`config.mk`:
```
export PLATFORM = sky130hd
export DESIGN_NAME = irlp_step
export DESIGN_NICKNAME = d
export VERILOG_FILES = /design/src/rtl/irlp_pkg.sv /design/src/rtl/irlp_step.sv
export SDC_FILE = /design/constraint.sdc
export NUM_CORES = 1
export LEC_CHECK = 0
export BUFFER_PORTS_ARGS = -buffer_cell sky130_fd_sc_hd__clkbuf_2
export CAP_MARGIN = 40
export CORE_MARGIN = 3
export CORE_UTILIZATION = 54
export DETAILED_ROUTE_END_ITERATION = 10
export PLACE_DENSITY = 0.85
export SYNTH_ARGS = -nofsm -noshare
export SYNTH_HDL_FRONTEND = slang
export SYNTH_SLANG_ARGS = --single-unit
```
`constraint.sdc`:
```
create_clock -name vclk -period 8.65
set_input_delay 1.73 -clock vclk [all_inputs]
set_output_delay 1.73 -clock vclk [all_outputs]
set_load 0.01 [all_outputs]
```
`src/rtl/irlp_pkg.sv`:
```
`timescale 1ns / 1ps
// ----------------------------------------------------------------------------
// irlp_pkg
// Shared types and constants of the ident request line parser: phase and
// status codes, parser state and result records, register indexes.
// ----------------------------------------------------------------------------
package irlp_pkg;

  localparam int CHAR_W  = 8;
  localparam int PORT_W  = 16;
  localparam int COUNT_W = 9;
  localparam int STAT_W  = 3;
  localparam int CFG_IDX_W  = 2;
  localparam int CFG_DATA_W = 9;

  localparam logic [CFG_IDX_W-1:0] CFG_REPORT_UNKNOWN = 2'd0;
  localparam logic [CFG_IDX_W-1:0] CFG_MAX_BYTES      = 2'd1;

  localparam logic [COUNT_W-1:0] MAX_BYTES_RESET = 9'd256;

  typedef enum logic [2:0] {
    PH_START     = 3'd0,
    PH_SRV       = 3'd1,
    PH_PRECOMMA  = 3'd2,
    PH_POSTCOMMA = 3'd3,
    PH_CLI       = 3'd4,
    PH_PREEOL    = 3'd5
  } phase_t;

  typedef enum logic [STAT_W-1:0] {
    ST_PARSING = 3'd0,
    ST_DONE    = 3'd1,
    ST_BADPORT = 3'd2,
    ST_UNKNOWN = 3'd3,
    ST_TOOLONG = 3'd4,
    ST_IGNORED = 3'd5
  } status_t;

  typedef struct packed {
    phase_t              phase;
    logic [PORT_W-1:0]   srv;
    logic [PORT_W-1:0]   cli;
    logic [COUNT_W-1:0]  count;
    logic                finished;
  } parse_state_t;

  typedef struct packed {
    status_t             status;
    logic [PORT_W-1:0]   server_port;
    logic [PORT_W-1:0]   client_port;
  } result_t;

  typedef struct packed {
    logic                report_unknown;
    logic [COUNT_W-1:0]  max_bytes;
  } cfg_t;

endpackage

```
`src/rtl/irlp_step.sv`:
```
`timescale 1ns / 1ps
// ----------------------------------------------------------------------------
// irlp_step
// Per-byte parser update: byte count limit, phase transitions, decimal
// port accumulation and the status of one byte.
// ----------------------------------------------------------------------------
module irlp_step import irlp_pkg::*; (
  input  parse_state_t      cur,
  input  logic              start_req,
  input  logic [CHAR_W-1:0] char_in,
  input  cfg_t              cfg,
  output parse_state_t      nxt,
  output result_t           res
);

  localparam logic [CHAR_W-1:0] CH_SPACE = 8'h20;
  localparam logic [CHAR_W-1:0] CH_TAB   = 8'h09;
  localparam logic [CHAR_W-1:0] CH_CR    = 8'h0D;
  localparam logic [CHAR_W-1:0] CH_LF    = 8'h0A;
  localparam logic [CHAR_W-1:0] CH_COMMA = 8'h2C;
  localparam logic [CHAR_W-1:0] CH_ZERO  = 8'h30;
  localparam logic [CHAR_W-1:0] CH_NINE  = 8'h39;
  localparam int MAC_W = PORT_W + 4;

  parse_state_t       eff;
  logic               blank, digit, eol, comma, zero;
  logic [PORT_W-1:0]  dval;
  logic [MAC_W-1:0]   srv_mac, cli_mac;
  logic               srv_ovf, cli_ovf;
  logic [COUNT_W-1:0] count_inc;
  logic               bad, at_eol;
  phase_t             ph_new;
  status_t            fail_status;

  assign blank = (char_in == CH_SPACE) || (char_in == CH_TAB);
  assign eol   = (char_in == CH_CR) || (char_in == CH_LF);
  assign comma = (char_in == CH_COMMA);
  assign zero  = (char_in == CH_ZERO);
  assign digit = (char_in >= CH_ZERO) && (char_in <= CH_NINE);
  assign dval  = {{(PORT_W-4){1'b0}}, char_in[3:0]};

  // acc * 10 + digit as shifts and adds
  assign srv_mac = ({4'b0, eff.srv} << 3) + ({4'b0, eff.srv} << 1) + {4'b0, dval};
  assign cli_mac = ({4'b0, eff.cli} << 3) + ({4'b0, eff.cli} << 1) + {4'b0, dval};
  assign srv_ovf = |srv_mac[MAC_W-1:PORT_W];
  assign cli_ovf = |cli_mac[MAC_W-1:PORT_W];

  assign fail_status = cfg.report_unknown ? ST_UNKNOWN : ST_BADPORT;

  always_comb begin
    if (start_req) begin
      eff.phase    = PH_START;
      eff.srv      = '0;
      eff.cli      = '0;
      eff.count    = '0;
      eff.finished = 1'b0;
    end else begin
      eff = cur;
    end
  end

  assign count_inc = eff.count + {{(COUNT_W-1){1'b0}}, 1'b1};

  always_comb begin
    nxt    = eff;
    bad    = 1'b0;
    at_eol = 1'b0;
    ph_new = eff.phase;
    case (eff.phase)
      PH_START, PH_POSTCOMMA: begin
        if (!blank) begin
          if (!digit || zero) begin
            bad = 1'b1;
          end else if (eff.phase == PH_START) begin
            nxt.srv = dval;
            ph_new  = PH_SRV;
          end else begin
            nxt.cli = dval;
            ph_new  = PH_CLI;
          end
        end
      end
      PH_SRV: begin
        if (blank) begin
          ph_new = PH_PRECOMMA;
        end else if (comma) begin
          ph_new = PH_POSTCOMMA;
        end else if (!digit || srv_ovf) begin
          bad = 1'b1;
        end else begin
          nxt.srv = srv_mac[PORT_W-1:0];
        end
      end
      PH_PRECOMMA: begin
        if (comma) begin
          ph_new = PH_POSTCOMMA;
        end else if (!blank) begin
          bad = 1'b1;
        end
      end
      PH_CLI: begin
        if (blank) begin
          ph_new = PH_PREEOL;
        end else if (eol) begin
          at_eol = 1'b1;
        end else if (!digit || cli_ovf) begin
          bad = 1'b1;
        end else begin
          nxt.cli = cli_mac[PORT_W-1:0];
        end
      end
      PH_PREEOL: begin
        if (eol) begin
          at_eol = 1'b1;
        end else if (!blank) begin
          bad = 1'b1;
        end
      end
      default: begin
        bad = 1'b1;
      end
    endcase

    res.status      = ST_PARSING;
    res.server_port = '0;
    res.client_port = '0;

    if (eff.finished) begin
      nxt        = eff;
      res.status = ST_IGNORED;
    end else if (count_inc >= cfg.max_bytes) begin
      nxt          = eff;
      nxt.count    = count_inc;
      nxt.finished = 1'b1;
      res.status   = ST_TOOLONG;
    end else begin
      nxt.count = count_inc;
      if (bad) begin
        nxt.finished = 1'b1;
        res.status   = fail_status;
      end else if (at_eol) begin
        nxt.finished = 1'b1;
        if ((eff.srv == '0) || (eff.cli == '0)) begin
          res.status = fail_status;
        end else begin
          res.status      = ST_DONE;
          res.server_port = eff.srv;
          res.client_port = eff.cli;
        end
      end else begin
        nxt.phase = ph_new;
      end
    end
  end

endmodule

```
==> metrics.yaml, run 1 <==
clock_tree:
  cts_hold_buf: 0
  postCtsResizedCells: 0
  postCtsSetupRepairBufs: 0
critical_path:
  end_kind: "output pin"
  arrival_ps: 6440
  crit_type: "in -> out"
  slowest_stage: "a311oi_1"
  crit_required_ps: 6920
  worstPathBufferInverterCount: 2
  crit_cells: 15
  worstPathMaxFanout: 37
  cpLargestDelayFamily: "simple AND/OR/NAND/NOR gates"
  worstSetupEndpoint: "nxt[40]"
  worstSetupStartpoint: "start_req"
  worst_setup_path_start_kind: "input pin"
  cp_slowest_stage_delay_ps: 640
  crit_chain: "clkbuf_2 > nor2b_1 > xor2_1 > ha_1 > ha_1 > a21oi_1 > nor2b_1 > a311oi_1 > o31a_1 > o31ai_1 > nor4_1 > and2_1 > nand2_1 > o21ai_0 > clkbuf_2"
synthesis:
  syn_area_sq_um: 4252
  synthCells: 669
  synth_area_leader_cell: "ha_1"
  syn-num-nets: 807
  synth_warnings: 0
  synth_area_leaders: "ha_1 21%, nand2_1 9.6%, nor4_1 6.5%"
  synth.most_common_cell: "nand2_1"
  ys_top_cells_by_count: "109 x nand2_1, 72 x ha_1, 53 x o21ai_0, 48 x a21oi_1"
  yosysSeqAreaShare_pct: 0
  syn_avg_cell_area_sq_um: 6.355
  yosysUniqueCellTypes: 55
  yosysTopAreaCellShare_pct: 21.19
power:
  power.leakage_nw: 2.465
  p_int_uw: 95.12
  share_seq_of_total_power_pct: 0
  peakVddDrop_v: 0.00002861
  pwr-share-comb_pct: 100.0
  switching_share_pct: 61.43
  p_sw_uw: 151.5
  p_per_area_nw_per_um2: 49.24
  p_clk_share_pct: 0
placed_design:
  io_buffers: 144
  hpwl_microns: 11950
  place_congestion: 0.9793
  place_area_sq_um: 5009
  dp_slack_ps: 609.2
worst_hold_path:
  hold_depth: 3
  min_path_type: "in -> out"
die:
  die_y_microns: 94.73
  start_util_pct: 57.09
  rows: 31
  core_sq_um: 7447
  die_w_microns: 94.73
  io_pins: 144
  dieArea_sq_um: 8974
detailed_routing:
  routed_wl_microns: 14660
  dr.pass1.iters: 7
  wl_per_cell_microns: 16.54
  viasPerCell: 6.231
  route.detailed.drc: 0
  drt_iter0_drc: 439
  final_antenna_net_count: 0
  num_vias: 5521
grt:
  grt_pass1_vias: 5021
  grt_max_degree: 38
  grt_overflow: 0
  grt_usage_pct: 31.64
  grt_pass1_wl_microns: 23590
  antenna_found_initial: 0
outcome:
  status: "complete, no violations"
sta:
  slew_headroom_pct: 43.22
  fin_crit_sh_pct: 94.40
  fin_tns_setup_ps: 0
  finalSetupViolations: 0
  layout_min_cycle_time_ps: 8165
  tightest_slew_ps: 850.0
  fmax_mhz: 122.5
  slew_violations: 0
  grt_setup_unrepaired: "false"
  setup_ws_ps: 484.5
  hold_viol_final: 0
cells_and_area:
  multi_input_area_sq_um: 4018
  seq_cells: 0
  drive_gt1_share_pct: 20.33
  fin_area_sq_um: 5009
  syn2layout_area_growth_pct: 17.80
  seq_area_sq_um: 0
  finalNetCount: 927
  nClkBuffers: 0
  fillers: 732
  insertedDiodeCount: 0
run:
  maxCapViolCount: 0
==> power by group through the flow <==
stage               Clock, mW  Combinational, mW  Sequential, mW
global placement            0              0.235               0
global route                0              0.273               0
floorplan                   0              0.168               0
finish                      0              0.247               0
detailed placement          0              0.242               0
CTS                         0              0.243               0
==> logic make-up (layout without fill, tap and decap cells) <==
group	count (synthesis)	after routing	share of synthesized area (%)
AND/OR/NAND/NOR	318	318	37.20
XOR/XNOR	36	36	7.416
multiplexers	2	2	0.5885
AO/OA/AOI/OAI	181	181	26.81
buffers and inverters	58	176	5.856
adder cells (fa/ha/maj)	74	74	22.13
==> routing by layer <==
layer / wire [microns] / vias up / global-route usage (%)
li1: - / 2691 / -
met1: 6436 / 2491 / 44.28
met2: 6566 / 316 / 52.97
met3: 1406 / 23 / 2.709
met4: 246 / 0 / 6.010
met5: 0 / - / 0
==> layout make-up <==
class / instances / share of cell area, %
multi-input cells: 611 / 80.21
repair buffers: 151 / 15.44
well taps: 99 / 2.473
inverters: 25 / 1.874
==> how the worst min path moves through the flow <==
stage / slack (ps) / end / from
2_1_floorplan: 3570 / nxt[2] / cur[2]
3_3_place_gp: 3760 / nxt[25] / cur[25]
3_5_place_dp: 3770 / nxt[25] / cur[25]
4_1_cts: 3770 / nxt[25] / cur[25]
5_1_grt: 3790 / nxt[22] / cur[22]
6_report: 3770 / nxt[25] / cur[25]
==> tightest hold or removal path, cell delays in order <==
cell and delay, ps:
clkbuf_2 80, a21o_1 100, clkbuf_2 120
==> metrics by stage <==
stage	cells	hold WS (ps)	utilization, %	total power [mW]
4_1_cts	886	3771	67.25	0.2430
6_report	886	3766	67.25	0.2466
3_5_place_dp	886	3771	67.25	0.2415
3_3_place_gp	886	3761	67.25	0.2347
5_1_grt	886	3791	67.25	0.2734
2_1_floorplan	669	3571	-	0.1678
==> cell usage in the layout (no fill, tap or decap), drive strengths merged, types with 7 or more instances in the layout <==
master / instances
clkbuf: 144
nand2: 109
ha: 72
o21ai: 53
a21oi: 48
nor2: 44
nor4: 44
nor2b: 38
inv: 25
nand3: 23
xnor2: 19
xor2: 17
a21o: 17
nor3: 14
nand2b: 12
and2: 8
o211ai: 8
buf: 7
No activity file was read; power rests on OpenSTA's default activity.
==> inputs of run 2 (changes only) <==
CORE_UTILIZATION = 49   (was 54)
MAX_ROUTING_LAYER = met4   (was unset)
PLACE_DENSITY = 0.81   (was 0.85)
clock period = 7.45 ns   (was 8.65 ns; I/O delays follow)
==> run 2 against run 1 <==
Cell area rose by 2.4%. Worst setup slack got worse by 220 ps. Largest cell class unchanged. Critical path type unchanged. Wire length rose by 2.7%. Utilization fell by 5.8 points. Critical endpoint is now nxt[43]. Critical path depth did not move.
==> metrics.yaml, run 2 (same netlist as run 1, synthesis figures left out) <==
outcome:
  status: "complete, no violations"  # unchanged
sta:
  layout_min_cycle_time_ps: 7185
  tightest_slew_ps: 864.7  # was 850.0 ps
  fmax_mhz: 139.2
  hold_viol_final: 0  # unchanged
  fin_crit_sh_pct: 96.44
  hold-worst-slack_ps: 3279  # was 3766 ps
  grt_setup_unrepaired: "false"  # unchanged
  slew_headroom_pct: 42.24  # was 43.22%
  finalSetupViolations: 0  # unchanged
  slew_violations: 0  # unchanged
  fin_tns_setup_ps: 0  # unchanged
detailed_routing:
  num_vias: 5569  # was 5521
  dr.pass1.iters: 5  # was 7
  drt_iter0_drc: 327  # was 439
  route.detailed.drc: 0  # unchanged
  final_antenna_net_count: 0  # unchanged
  viasPerCell: 6.160  # was 6.231
  wl_per_cell_microns: 16.64  # was 16.54 microns
  routed_wl_microns: 15050  # was 14660 microns
die:
  rows: 33  # was 31
  start_util_pct: 50.98  # was 57.09%
  die_w_microns: 99.15  # was 94.73 microns
  die_y_microns: 99.15  # was 94.73 microns
  dieArea_sq_um: 9831  # was 8974 sq um
  core_sq_um: 8341  # was 7447 sq um
  io_pins: 144  # unchanged
critical_path:
  crit_type: "in -> out"  # unchanged
  cp_slowest_stage_delay_ps: 560  # was 640 ps
  crit_required_ps: 5960  # was 6920 ps
  worstPathMaxFanout: 19  # was 37
  arrival_ps: 5690  # was 6440 ps
  end_kind: "output pin"  # unchanged
  crit_chain: "clkbuf_2 > nor2b_1 > xor2_1 > ha_1 > fa_1 > nand3_1 > nand2_1 > a21oi_1 > o41ai_1 > mux2_4 > or4_4 > o21a_1 > or4_1 > a21oi_1 > clkbuf_2"  # was clkbuf_2 > nor2b_1 > xor2_1 > ha_1 > ha_1 > a21oi_1 > nor2b_1 > a311oi_1 > o31a_1 > o31ai_1 > nor4_1 > and2_1 > nand2_1 > o21ai_0 > clkbuf_2
  slowest_stage: "or4_4"  # was a311oi_1
  worst_setup_path_start_kind: "input pin"  # unchanged
grt:
  grt_overflow: 0  # unchanged
  grt_pass1_vias: 5177  # was 5021
  antenna_found_initial: 0  # unchanged
  grt_usage_pct: 29.37  # was 31.64%
  grt_max_degree: 33  # was 38
  grt_pass1_wl_microns: 23960  # was 23590 microns
power:
  switching_share_pct: 60.57  # was 61.43%
  p_per_area_nw_per_um2: 56.83  # was 49.24 nW/um^2
  share_seq_of_total_power_pct: 0  # about the same
  pwr-share-comb_pct: 100.0  # about the same
  power.leakage_nw: 2.533  # was 2.465 nW
  p_sw_uw: 176.5  # was 151.5 uW
  p_int_uw: 114.9  # was 95.12 uW
  peakVddDrop_v: 0.00003333  # was 0.00002861 V
  p_clk_share_pct: 0  # about the same
cells_and_area:
  seq_area_sq_um: 0  # unchanged
  layout_commonest_cell: "clkbuf_2"  # unchanged
  fillers: 811  # was 732
  final_cell_mix: "144 x clkbuf_2, 109 x nand2_1, 72 x ha_1"  # unchanged
  finalNetCount: 939  # was 927
  stdcell_count: 904  # was 886
  seq_cells: 0  # unchanged
  insertedDiodeCount: 0  # unchanged
  syn2layout_area_growth_pct: 20.60  # was 17.80%
  nClkBuffers: 0  # unchanged
  drive_gt1_share_pct: 22.15  # was 20.33%
  final_core_util_pct: 61.48  # was 67.25%
placed_design:
  hpwl_microns: 12450  # was 11950 microns
  placedCellCount: 904  # was 886
  io_buffers: 144  # unchanged
  place_congestion: 0.9793  # unchanged
worst_hold_path:
  hold_depth: 3  # unchanged
  min_path_type: "in -> out"  # unchanged
clock_tree:
  postCtsResizedCells: 0  # unchanged
  cts_hold_buf: 0  # unchanged
  postCtsSetupRepairBufs: 0  # unchanged
run:
  maxCapViolCount: 0  # unchanged
==> run 2: area by class of cell <==
cell class	count	area, sq um	area share [%]
multi-input cells	611	4031	78.62
repair buffers	163	870.8	16.98
well taps	105	131.4	2.562
inverters	25	93.84	1.830
==> run 2: power groups by stage <==
stage | Clock [mW] | Sequential (mW) | Combinational, mW
after floorplan | 0 | 0 | 0.195
after global placement | 0 | 0 | 0.278
after detailed placement | 0 | 0 | 0.285
after CTS | 0 | 0 | 0.287
after global routing | 0 | 0 | 0.321
final | 0 | 0 | 0.291
==> run 2: path summary, 6_finish.rpt <==
check,start,to,slack (ps)
hold / removal,cur[25],nxt[25],3280
setup / recovery,start_req,nxt[43],270
==> run 2: worst max-delay path, delay by kind of cell <==
family | cells | cell delay, ps
xor+xnor | 1 | 210
mux | 1 | 320
simple gates | 5 | 1560
buf+inv | 2 | 470
fa+ha+maj | 2 | 750
compound gates | 4 | 890
==> run 2: metal layers <==
layer,GRT usage [%],share of wire (%)
met1,40.60,46
met2,47.31,44
met3,1.262,7.1
met4,7.143,2.5
met5,-,0
==> run 2: per-stage QoR <==
step / area, sq um / power [mW] / worst slack [ps]
finish: 5127 / 0.2914 / 265.4
global route: 5127 / 0.3209 / 13.13
CTS: 5114 / 0.2869 / 260.1
detailed placement: 5114 / 0.2854 / 270.0
global placement: 5099 / 0.2778 / 383.8
floorplan: 4252 / 0.1949 / 173.3
